**config.mk**
```make
export PLATFORM = sky130hd
export DESIGN_NAME = led_pulse_burst_generator
export DESIGN_NICKNAME = d
export VERILOG_FILES = /design/src/rtl/lpbg_pkg.sv /design/src/rtl/lpbg_div.sv /design/src/rtl/led_pulse_burst_generator.sv
export SDC_FILE = /design/constraint.sdc
export NUM_CORES = 1
export LEC_CHECK = 0
export BUFFER_PORTS_ARGS = -buffer_cell sky130_fd_sc_hd__buf_4
export CORE_MARGIN = 2
export CORE_UTILIZATION = 50
export DETAILED_ROUTE_END_ITERATION = 10
export PLACE_DENSITY_LB_ADDON = 0.3
export SLEW_MARGIN = 20
export SYNTH_ARGS = -nofsm -noshare
export SYNTH_HDL_FRONTEND = slang
export SYNTH_HIERARCHICAL = 1
export SYNTH_SLANG_ARGS = --single-unit
```
**constraint.sdc**
```tcl
create_clock -name clk_i -period 8.2 [get_ports clk_i]
set_input_delay 1.23 -clock clk_i [delete_from_list [all_inputs] [get_ports clk_i]]
set_output_delay 1.23 -clock clk_i [all_outputs]
set_load 0.005 [all_outputs]
```
**src/rtl/lpbg_pkg.sv**
```systemverilog
// Shared types and constants for the LED pulse burst generator.
`timescale 1ns / 1ps

package lpbg_pkg;

  localparam int unsigned PeriodW = 16;
  localparam int unsigned CountW  = 4;

  localparam logic [PeriodW-1:0] PERIOD_RESET = 16'd1000;

  localparam logic [7:0] CHAR_ZERO = 8'h30;
  localparam logic [7:0] CHAR_ONE  = 8'h31;
  localparam logic [7:0] CHAR_NINE = 8'h39;
  localparam logic [7:0] CHAR_LO_R = 8'h72;
  localparam logic [7:0] CHAR_UP_R = 8'h52;
  localparam logic [7:0] CHAR_LO_G = 8'h67;
  localparam logic [7:0] CHAR_UP_G = 8'h47;
  localparam logic [7:0] CHAR_LO_B = 8'h62;
  localparam logic [7:0] CHAR_UP_B = 8'h42;

  localparam logic [2:0] COL_NONE  = 3'b000;
  localparam logic [2:0] COL_RED   = 3'b001;
  localparam logic [2:0] COL_BLUE  = 3'b010;
  localparam logic [2:0] COL_GREEN = 3'b100;

  typedef enum logic [1:0] {
    MODE_IDLE    = 2'd0,
    MODE_BURST   = 2'd1,
    MODE_HOLDOFF = 2'd2
  } mode_e;

  typedef enum logic [1:0] {
    SEQ_IDLE  = 2'd0,
    SEQ_FRONT = 2'd1,
    SEQ_DIV   = 2'd2,
    SEQ_STEP  = 2'd3
  } seq_e;

  typedef struct packed {
    logic       char_valid;
    logic [7:0] char_code;
  } lpbg_in_t;

  typedef struct packed {
    logic [2:0] led_pins;
    logic       char_taken;
  } lpbg_out_t;

endpackage

```
**src/rtl/lpbg_div.sv**
```systemverilog
// Restoring divider that produces one quotient bit per cycle.
`timescale 1ns / 1ps

module lpbg_div (
  input  logic                          clk_i,
  input  logic                          rst_ni,
  input  logic                          start_i,
  input  logic [lpbg_pkg::PeriodW-1:0]  dividend_i,
  input  logic [lpbg_pkg::CountW-1:0]   divisor_i,
  output logic                          done_o,
  output logic [lpbg_pkg::PeriodW-1:0]  quot_o
);
  import lpbg_pkg::*;

  logic                busy_q, busy_d;
  logic                done_q, done_d;
  logic [CountW-1:0]   cnt_q, cnt_d;
  logic [CountW-1:0]   rem_q, rem_d;
  logic [CountW-1:0]   div_q, div_d;
  logic [PeriodW-1:0]  num_q, num_d;
  logic [CountW:0]     rem_sh;
  logic [CountW:0]     rem_sub;
  logic                ge;

  always_comb begin
    rem_sh  = {rem_q, num_q[PeriodW-1]};
    rem_sub = rem_sh - {1'b0, div_q};
    ge      = (rem_sh >= {1'b0, div_q});
    busy_d  = busy_q;
    cnt_d   = cnt_q;
    rem_d   = rem_q;
    div_d   = div_q;
    num_d   = num_q;
    done_d  = 1'b0;
    if (start_i) begin
      busy_d = 1'b1;
      cnt_d  = '0;
      rem_d  = '0;
      div_d  = divisor_i;
      num_d  = dividend_i;
    end else if (busy_q) begin
      rem_d = ge ? rem_sub[CountW-1:0] : rem_sh[CountW-1:0];
      num_d = {num_q[PeriodW-2:0], ge};
      cnt_d = cnt_q + 1'b1;
      if (cnt_q == {CountW{1'b1}}) begin
        busy_d = 1'b0;
        done_d = 1'b1;
      end
    end
  end

  always_ff @(posedge clk_i or negedge rst_ni) begin
    if (!rst_ni) begin
      busy_q <= 1'b0;
      done_q <= 1'b0;
      cnt_q  <= '0;
    end else begin
      busy_q <= busy_d;
      done_q <= done_d;
      cnt_q  <= cnt_d;
    end
  end

  always_ff @(posedge clk_i) begin
    rem_q <= rem_d;
    div_q <= div_d;
    num_q <= num_d;
  end

  assign done_o = done_q;
  assign quot_o = num_q;

  assert property (@(posedge clk_i) disable iff (!rst_ni)
    done_q |-> !busy_q)
    else $error("divider reports done while still busy");

  assert property (@(posedge clk_i) disable iff (!rst_ni)
    (busy_q && !start_i && cnt_q == {CountW{1'b1}}) |=> done_q)
    else $error("divider finished its last step without done");

  assert property (@(posedge clk_i) disable iff (!rst_ni)
    start_i |=> (busy_q && cnt_q == '0))
    else $error("divider did not start on request");

endmodule

```
**src/rtl/led_pulse_burst_generator.sv**
```systemverilog
// Top level of the LED pulse burst generator: tick sequencer and output register.
`timescale 1ns / 1ps

// Each input word is one timer tick, optionally carrying a command character.
// The input channel (in_valid_i/in_ready_o/in_data_i) takes one word at a
// time; every word yields exactly one output word (LED drive and a taken
// flag) on out_valid_o/out_ready_i/out_data_o, in order.
// A plain tick passes through the front and final steps, and its output word
// is registered as the input becomes ready again, so a new tick is taken only
// once the last one has loaded its output word. A tick that starts a burst also
// runs the bit-serial divider for period / N, 16 quotient steps, between the
// front and final steps and waits in the divide step until the divider reports
// done, holding the input until its output word is loaded.
// The output register holds its word until taken. While it is full a new
// tick is still accepted and processed up to its final step, which then
// waits for the register to drain.
// The period register is written through cfg_we_i/cfg_data_i.
// Reset sets the period to 1000 ticks, clears the colour and returns the
// block to idle with an empty output register.
module led_pulse_burst_generator (
  input  logic                          clk_i,
  input  logic                          rst_ni,
  input  logic                          in_valid_i,
  output logic                          in_ready_o,
  input  lpbg_pkg::lpbg_in_t            in_data_i,
  output logic                          out_valid_o,
  input  logic                          out_ready_i,
  output lpbg_pkg::lpbg_out_t           out_data_o,
  input  logic                          cfg_we_i,
  input  logic [lpbg_pkg::PeriodW-1:0]  cfg_data_i
);
  import lpbg_pkg::*;

  seq_e                seq_q, seq_d;
  mode_e               mode_q, mode_d;
  logic [PeriodW-1:0]  period_q;
  logic [PeriodW-1:0]  tick_q, tick_d;
  logic [PeriodW-1:0]  spacing_q, spacing_d;
  logic [CountW-1:0]   pulses_q, pulses_d;
  logic [CountW-1:0]   blen_q, blen_d;
  logic [2:0]          colour_q, colour_d;
  logic                pin_q, pin_d;
  logic                taken_q, taken_d;
  lpbg_in_t            char_q, char_d;
  logic                out_valid_q, out_valid_d;
  lpbg_out_t           out_q, out_d;

  logic                div_start;
  logic                div_done;
  logic [PeriodW-1:0]  div_quot;
  logic [PeriodW-1:0]  tick_inc;
  logic [7:0]          digit;
  logic                is_digit;
  logic                out_free;

  lpbg_div u_div (
    .clk_i      (clk_i),
    .rst_ni     (rst_ni),
    .start_i    (div_start),
    .dividend_i (period_q),
    .divisor_i  (blen_d),
    .done_o     (div_done),
    .quot_o     (div_quot)
  );

  always_comb begin
    seq_d       = seq_q;
    mode_d      = mode_q;
    tick_d      = tick_q;
    spacing_d   = spacing_q;
    pulses_d    = pulses_q;
    blen_d      = blen_q;
    colour_d    = colour_q;
    pin_d       = pin_q;
    taken_d     = taken_q;
    char_d      = char_q;
    out_valid_d = out_valid_q;
    out_d       = out_q;
    div_start   = 1'b0;
    tick_inc    = tick_q + 1'b1;
    digit       = char_q.char_code - CHAR_ZERO;
    is_digit    = (char_q.char_code >= CHAR_ONE) && (char_q.char_code <= CHAR_NINE);
    out_free    = !out_valid_q || out_ready_i;
    in_ready_o  = (seq_q == SEQ_IDLE);

    if (out_valid_q && out_ready_i) begin
      out_valid_d = 1'b0;
    end

    unique case (seq_q)
      SEQ_IDLE: begin
        if (in_valid_i) begin
          char_d = in_data_i;
          seq_d  = SEQ_FRONT;
        end
      end
      SEQ_FRONT: begin
        taken_d = 1'b0;
        seq_d   = SEQ_STEP;
        if (mode_q == MODE_HOLDOFF) begin
          tick_d = tick_inc;
          if (tick_inc == period_q) begin
            mode_d = MODE_IDLE;
          end
        end
        if (mode_d != MODE_BURST && mode_d != MODE_HOLDOFF) begin
          mode_d   = MODE_IDLE;
          tick_d   = '0;
          pulses_d = '0;
          if (char_q.char_valid) begin
            taken_d = 1'b1;
            if (is_digit) begin
              blen_d    = digit[CountW-1:0];
              mode_d    = MODE_BURST;
              div_start = 1'b1;
              seq_d     = SEQ_DIV;
            end else if (char_q.char_code == CHAR_LO_R || char_q.char_code == CHAR_UP_R) begin
              colour_d = COL_RED;
            end else if (char_q.char_code == CHAR_LO_G || char_q.char_code == CHAR_UP_G) begin
              colour_d = COL_GREEN;
            end else if (char_q.char_code == CHAR_LO_B || char_q.char_code == CHAR_UP_B) begin
              colour_d = COL_BLUE;
            end
          end
        end
      end
      SEQ_DIV: begin
        if (div_done) begin
          spacing_d = div_quot;
          seq_d     = SEQ_STEP;
        end
      end
      SEQ_STEP: begin
        if (out_free) begin
          if (mode_q == MODE_BURST) begin
            tick_d = tick_inc;
            if (tick_inc >= spacing_q) begin
              if (!pin_q) begin
                pin_d = 1'b1;
              end else begin
                pin_d    = 1'b0;
                pulses_d = pulses_q + 1'b1;
                tick_d   = '0;
              end
              if (pulses_d == blen_q) begin
                mode_d = MODE_HOLDOFF;
              end
            end
          end
          out_d.led_pins   = pin_d ? colour_q : COL_NONE;
          out_d.char_taken = taken_q;
          out_valid_d      = 1'b1;
          seq_d            = SEQ_IDLE;
        end
      end
      default: begin
        seq_d = SEQ_IDLE;
      end
    endcase
  end

  always_ff @(posedge clk_i or negedge rst_ni) begin
    if (!rst_ni) begin
      seq_q       <= SEQ_IDLE;
      mode_q      <= MODE_IDLE;
      tick_q      <= '0;
      spacing_q   <= '0;
      pulses_q    <= '0;
      blen_q      <= '0;
      colour_q    <= COL_NONE;
      pin_q       <= 1'b0;
      taken_q     <= 1'b0;
      out_valid_q <= 1'b0;
    end else begin
      seq_q       <= seq_d;
      mode_q      <= mode_d;
      tick_q      <= tick_d;
      spacing_q   <= spacing_d;
      pulses_q    <= pulses_d;
      blen_q      <= blen_d;
      colour_q    <= colour_d;
      pin_q       <= pin_d;
      taken_q     <= taken_d;
      out_valid_q <= out_valid_d;
    end
  end

  always_ff @(posedge clk_i or negedge rst_ni) begin
    if (!rst_ni) begin
      period_q <= PERIOD_RESET;
    end else if (cfg_we_i) begin
      period_q <= cfg_data_i;
    end
  end

  always_ff @(posedge clk_i) begin
    char_q <= char_d;
    out_q  <= out_d;
  end

  assign out_valid_o = out_valid_q;
  assign out_data_o  = out_q;

  assert property (@(posedge clk_i) disable iff (!rst_ni)
    div_done |-> (seq_q == SEQ_DIV))
    else $error("divider result arrived outside the divide step");

  assert property (@(posedge clk_i) disable iff (!rst_ni)
    (mode_q == MODE_BURST) |-> (blen_q != '0 && pulses_q <= blen_q))
    else $error("burst pulse count out of range");

  assert property (@(posedge clk_i) disable iff (!rst_ni)
    (seq_q == SEQ_STEP && out_free) |=> (out_valid_o && seq_q == SEQ_IDLE))
    else $error("final step did not load the output register");

endmodule

```
After elaboration in Yosys (flattened, before gate mapping)
Cells that the tools add are included.

storage, ports and cells
  register bits after elaboration = 109
  latch bits = 0
  memory bits (writable) = 0
  memory bits (read-only) = 0
  input bits = 30
  output and inout port bits = 6
  word-level logic and storage cells = 142
  memories = 0

operators by class
  add/subtract/negate cells = 5
  multiply operators = 0
  div/mod/pow operators = 0
  magnitude comparators = 4
  equality and inequality tests = 24
  shift operators = 0
  mux-type cells = 67
  bitwise logic cells = 1
  reductions and logical operators = 20

operators by type and width
  kind                   number
  $mux 16                8
  $mux 4                 16
  $eq 8x7->1 const B     6
  $pmux 16 s2            1
  $mux 1                 25
  $mux 2                 11
  $add 16x1->16 const B  1
  $eq 16x16->1           1
  $ge 16x16->1           1
  $reduce_and 5->1       3
  $ne 2x2->1 const B     7
  $mux 3                 3
  $add 4x1->4 const B    2
  $ge 8x6->1 const B     1
  $le 8x6->1 const B     1
  $pmux 2 s4             1
  $pmux 4 s2             1
  $eq 2x2->1 const B     3
  $reduce_and 2->1       3
  $ge 5x4->1             1
  $eq 2x1->1 const B     2
  $eq 4x4->1             1
  $eq 4x4->1 const B     1
  $logic_or 1x1->1       4
  13 further kinds       17

Longest topological paths before layout
  word-level depth = 12
  gate-level depth with buffers = 16
  gate-level depth less buffers = 14

Modules after synthesis
The synthesis kept the hierarchy.

modules (own cells, without submodules)
  module                     times used  cells an instance  area each (µm²)  seq. area each (µm²)
  led_pulse_burst_generator  1           476                4,744.6          2,049.5
  lpbg_div                   1           101                1,403.8          830.8

Worst setup path before layout
No wires, ideal clock.

  path type = reg-to-reg
  start = register tick_q[0]
  end = register u_div.num_q[10] (netlist: u_div/quot_o[10]), data pin
  setup time = 260 ps
  data arrival time = 3,619 ps
  data required time = 7,940 ps
  setup slack = 4,321 ps
  cell stages (with the launch flop) = 16
  buffers on the path = 3
  period minus slack after synthesis = 3,879 ps
  cell sequence = dfrtp_1 > ha_1 > nand3_1 > or4_1 > buf_2 > mux2i_1 > o2bb2ai_1 > nor4_1 > a41oi_1 > ha_1 > and3_1 > nand2_1 > inv_1 > clkbuf_1 > buf_2 > mux2_2

between the ends
  word-level cells in the longest chain between the ends = 10
  elaborated cells between the ends (all ways) = 11
  those cells by class = add/sub: 1; eq/ne: 3; mux: 6; reduce/logical: 1

RTL lines
  item                                             line                              text
  start: declaration                               led_pulse_burst_generator.sv:37   logic [PeriodW-1:0] tick_q, tick_d;
  start signal: assignment                         led_pulse_burst_generator.sv:177  tick_q <= tick_d;
  $add 16x1->16 (*)                                led_pulse_burst_generator.sv:80   tick_inc = tick_q + 1'b1;
  $eq 16x16->1 (*)                                 led_pulse_burst_generator.sv:102  if (tick_inc == period_q) begin
  $mux 2 (*)                                       led_pulse_burst_generator.sv:102
  $mux 2 (*)                                       led_pulse_burst_generator.sv:100  if (mode_q == MODE_HOLDOFF) begin
  $mux 2 (*)                                       led_pulse_burst_generator.sv:90   unique case (seq_q)
  $ne 2x1->1 / $ne 2x2->1 (equally long branches)  led_pulse_burst_generator.sv:106  if (mode_d != MODE_BURST && mode_d != MODE_HOLDOFF) begin
  $logic_and 1x1->1 (*)                            led_pulse_burst_generator.sv:106
  $mux 1 (*)                                       led_pulse_burst_generator.sv:106
  $mux 1 (*)                                       led_pulse_burst_generator.sv:90
  net div_start                                    led_pulse_burst_generator.sv:48   logic div_start;
  $mux 16 (*)                                      lpbg_div.sv:35                    if (start_i) begin
  net u_div.num_d[10]                              lpbg_div.sv:20                    logic [PeriodW-1:0] num_q, num_d;
  end signal: assignment                           lpbg_div.sv:67                    num_q <= num_d;
  end: declaration                                 lpbg_div.sv:20

Mark *: on every way through the listed nets, which the timed path passes. The rest lies on a longest branch. The select of a mux whose other input is x is not followed.
A chain may end at the register's enable or synchronous reset.

Worst setup path in the final report
  start = register tick_q[0]
  end = register u_div.num_q[9] (netlist: u_div/quot_o[9]) (enable)

between the ends
  word-level cells in the longest chain between the ends = 10
  elaborated cells between the ends (all ways) = 11
  those cells by class = add/sub: 1; eq/ne: 3; mux: 5; reduce/logical: 2

RTL lines
  item                                             line
  $add 16x1->16 (*)                                led_pulse_burst_generator.sv:80
  $eq 16x16->1 (*)                                 led_pulse_burst_generator.sv:102
  $mux 2 (*)                                       led_pulse_burst_generator.sv:102
  $mux 2 (*)                                       led_pulse_burst_generator.sv:100
  $mux 2 (*)                                       led_pulse_burst_generator.sv:90
  $ne 2x1->1 / $ne 2x2->1 (equally long branches)  led_pulse_burst_generator.sv:106
  $logic_and 1x1->1 (*)                            led_pulse_burst_generator.sv:106
  $mux 1 (*)                                       led_pulse_burst_generator.sv:106
  $mux 1 (*)                                       led_pulse_burst_generator.sv:90
  net div_start                                    led_pulse_burst_generator.sv:48
  $reduce_bool 2->1 (no source line) (*)           n/a

Marked as above.

==> impl_metrics.py <==
metrics = {
    "setup_path": {
        "worstPathMaxFanout": 35,
        "critPathSlowestCell": "dfrtp_1",
        "crit_required_ps": 8220,
        "path_delay_family": "simple AND/OR/NAND/NOR gates",
        "cp_cell_sequence": "ha_1, nand3_1, nor4_2, nand2_2, a311o_1, nor4_1, a41oi_1, ha_1, and3_1, nand2_1, inv_1, buf_4, or2_2",
        "r2r_cells": 13,
        "startpoint": "tick_q[0]",
        "cp_num_cells": 13,
        "critPathMostFrequentCell": "ha_1",
        "critPathBufInv": 2,
        "cp.arrival_ps": 4330,
        "crit_path_end_kind": "flop",
        "timing.rr.start": "tick_q[0]",
        "slowest_delay_ps": 470,
        "worstSetupPathType": "flop to flop",
        "critPathLaunchType": "flop",
    },
    "synthesis": {
        "ys_warn_count": 6,
        "syn_nets": 636,
        "synth_edf_count": 33,
        "synthTopCellsByArea": "dfrtp_1 27%, edfxtp_1 16%, mux2_2 8.2%",
        "synth_cells": 577,
        "yosys_most_used_dff": "dfrtp_1",
        "netlist_area_sq_mm": 0.00615,
        "synth.avg_cell_area_sq_um": 10.7,
        "async_reset_ff_share_pct": 66.1,
        "ys_ff_latch": 109,
        "seq_area_frac_synth_pct": 46.8,
        "synth.distinct_cells": 74,
        "synth_top_area_share_pct": 26.9,
        "yosys.area.top_type": "dfrtp_1",
    },
    "drt": {
        "routed_wl_mm": 13.2,
        "drt-pass1-iter-count": 5,
        "via_per_inst": 5.91,
        "drc": 0,
        "ant_nets": 0,
        "avgRoutedWirePerCell_microns": 17.6,
        "drt_iter0_drc": 352,
        "vias": 4433,
    },
    "sta": {
        "maxSlewHeadroom_pct": 37.5,
        "fin_skew_ps": 12.9,
        "worst_pin_slew_ps": 937,
        "timing.hold.ws_ps": 486,
        "drv_slew": 0,
        "rsz0062_at_grt": "false",
        "final_hold_viol_count": 0,
        "setup_viol": 0,
        "setup_tns_ps": 0,
        "period_minus_slack_ps": 4310,
        "clock.fmax_ghz": 0.232,
        "finalCritPeriodShare_pct": 52.5,
    },
    "clocking": {
        "cts_num_sinks": 109,
        "post_cts_buffers": 0,
        "cts_root_buf": "clkbuf_16",
        "post_cts_resized": 0,
        "cts_buffers": 9,
        "tritoncts": "done",
        "clock_latency_ps": 370,
        "clk_transition_reported_paths_ps": 80,
        "cts.path.max_buffers": 2,
        "htree_levels": 3,
        "cts_hold_buffers": 0,
    },
    "finish": {
        "areaGrowthSynthToFinish_pct": 10.3,
        "seqCellArea_sq_mm": 0.00288,
        "finalNetCount": 657,
        "drive_gt1_share_pct": 20.4,
        "utilization_pct": 56.4,
        "multi_input_area_sq_mm": 0.00297,
        "antennaDiodeCount": 0,
        "postLayoutCellArea_sq_mm": 0.00678,
        "nFillCells": 1002,
    },
    "min_path": {
        "holdPathStages": 0,
        "hold_start": "taken_q",
        "hold_path_class": "flop to flop",
    },
    "run_status": {
        "outcome": "finished, final reports clean",
    },
    "placement": {
        "placed_cell_area_sq_mm": 0.00646,
        "io_buffers": 35,
        "place_congestion": 0.909,
        "place.detailed.hpwl_mm": 9.72,
    },
    "floorplanning": {
        "die_h_microns": 115,
        "core_area_sq_mm": 0.0120,
        "start_util_pct": 51.2,
        "row_count": 40,
        "io_pins": 36,
        "die_w_microns": 115,
        "floorplan.die_area_sq_mm": 0.0132,
    },
    "power": {
        "ir_drop_mv": 0.246,
        "p_leak_nw": 2.90,
        "power_density_mw_per_mm2": 266,
        "total_power_mw": 1.80,
    },
    "run": {
        "maxCapViolCount": 0,
    },
    "grt": {
        "grt_pass1_vias": 4490,
        "overflow": 0,
        "antenna_found_initial": 0,
        "grt_util_all_layers_pct": 21.5,
        "grt_pass1_wl_mm": 22.1,
        "grt_max_degree": 73,
    },
}
==> cell families (layout without fill, tap and decap cells) <==
kind of cell | count (synthesis) | in the layout | share of synthesized area (%)
adder cells (fa/ha/maj) | 29 | 29 | 6.02
XOR/XNOR | 34 | 34 | 5.37
multiplexers | 47 | 47 | 8.57
AO/OA/AOI/OAI | 111 | 111 | 12.8
buffers and inverters | 66 | 92 | 4.94
flip-flops | 109 | 109 | 46.8
AND/OR/NAND/NOR | 181 | 181 | 15.4
==> stage by stage <==
step,setup slack (ps),cells
6_report,3890,750
4_1_cts,3910,750
5_1_grt,3500,750
2_1_floorplan,4320,577
3_5_place_dp,3950,734
3_3_place_gp,4090,734
==> final cells by class <==
cell class	count	area share [%]
multi-input combinational	402	43.8
clock buffer	10	3.69
timing repair buffer	37	4.10
inverter	39	2.16
tap	147	2.71
clock inverter	6	1.02
sequential	109	42.5
==> Yosys cell counts, types with 6 or more instances <==
library cell  count
a21oi_1          14
clkbuf_1         11
dfrtp_1          66
dfstp_2           6
edfxtp_1         33
ha_1             28
inv_1            39
mux2_2           45
nand2_1          70
nand2b_1         10
nand3_1          13
nand4_1           9
nor2_1           20
nor2b_1          10
o211ai_1         24
o21ai_0          22
xnor2_1          22
xor2_1           10
==> where the power goes <==
part	internal, mW	switching (mW)
sequential	0.674	0.0959
clock	0.236	0.222
combinational	0.231	0.344
total	1.14	0.662
==> worst reg2reg max path, delay by kind of cell (launching register included) <==
kind | cells | cell delay, ps
AOI/OAI and AO/OA | 2 | 560
adders and majority gates | 2 | 720
buffers and inverters | 2 | 430
DFF | 1 | 470
and+or+nand+nor | 7 | 1780
==> cells in the final DEF (no fill, tap or decap), drive strengths merged, types with 5 or more instances in the layout <==
cell type and instances:
nand2b 10, nand3 13, dfrtp 66, or2 5
xnor2 22, edfxtp 33, nor2 20, and3 5
and2 5, nand2 71, mux2 45, nor3 5
o211ai 24, or3 5, o21a 5, nor2b 10
xor2 10, inv 43, clkbuf 10, dfstp 6
o21ai 23, o311ai 6, a21oi 14, a21o 5
buf 37, ha 28, nand4 11
==> sequential cells by signal, indices dropped and copies added, names as in the netlist <==
| register | count |
|---|---|
| pulses_q | 4 |
| tick_q | 16 |
| u_div/div_q | 4 |
| seq_q | 2 |
| colour_q | 3 |
| u_div/cnt_q | 4 |
| u_div/quot_o | 16 |
| out_valid_o | 1 |
| u_div/done_o | 1 |
| taken_q | 1 |
| pin_q | 1 |
| u_div/busy_q | 1 |
| u_div/rem_q | 4 |
| mode_q | 2 |
| char_q | 9 |
| blen_q | 4 |
| spacing_q | 16 |
| out_data_o | 4 |
| period_q | 16 |
==> final timing paths <==
kind | endpoint | slack (ps)
setup / recovery | u_div/quot_o[9] | 3890
hold / removal | out_data_o[0] | 490
setup reg to reg | u_div/quot_o[9] | 3890
hold reg to reg | out_data_o[0] | 490
max in group asynchronous | period_q[14] | 6590
min in group asynchronous | tick_q[10] | 1020
==> per-layer routing <==
layer	routed length [microns]	track usage [%]	up-vias
li1	-	-	2120
met1	5720	27.5	2152
met2	6500	35.8	133
met3	611	4.80	28
met4	395	8.27	0
met5	0	0	-
No activity file was read; power rests on OpenSTA's default activity.
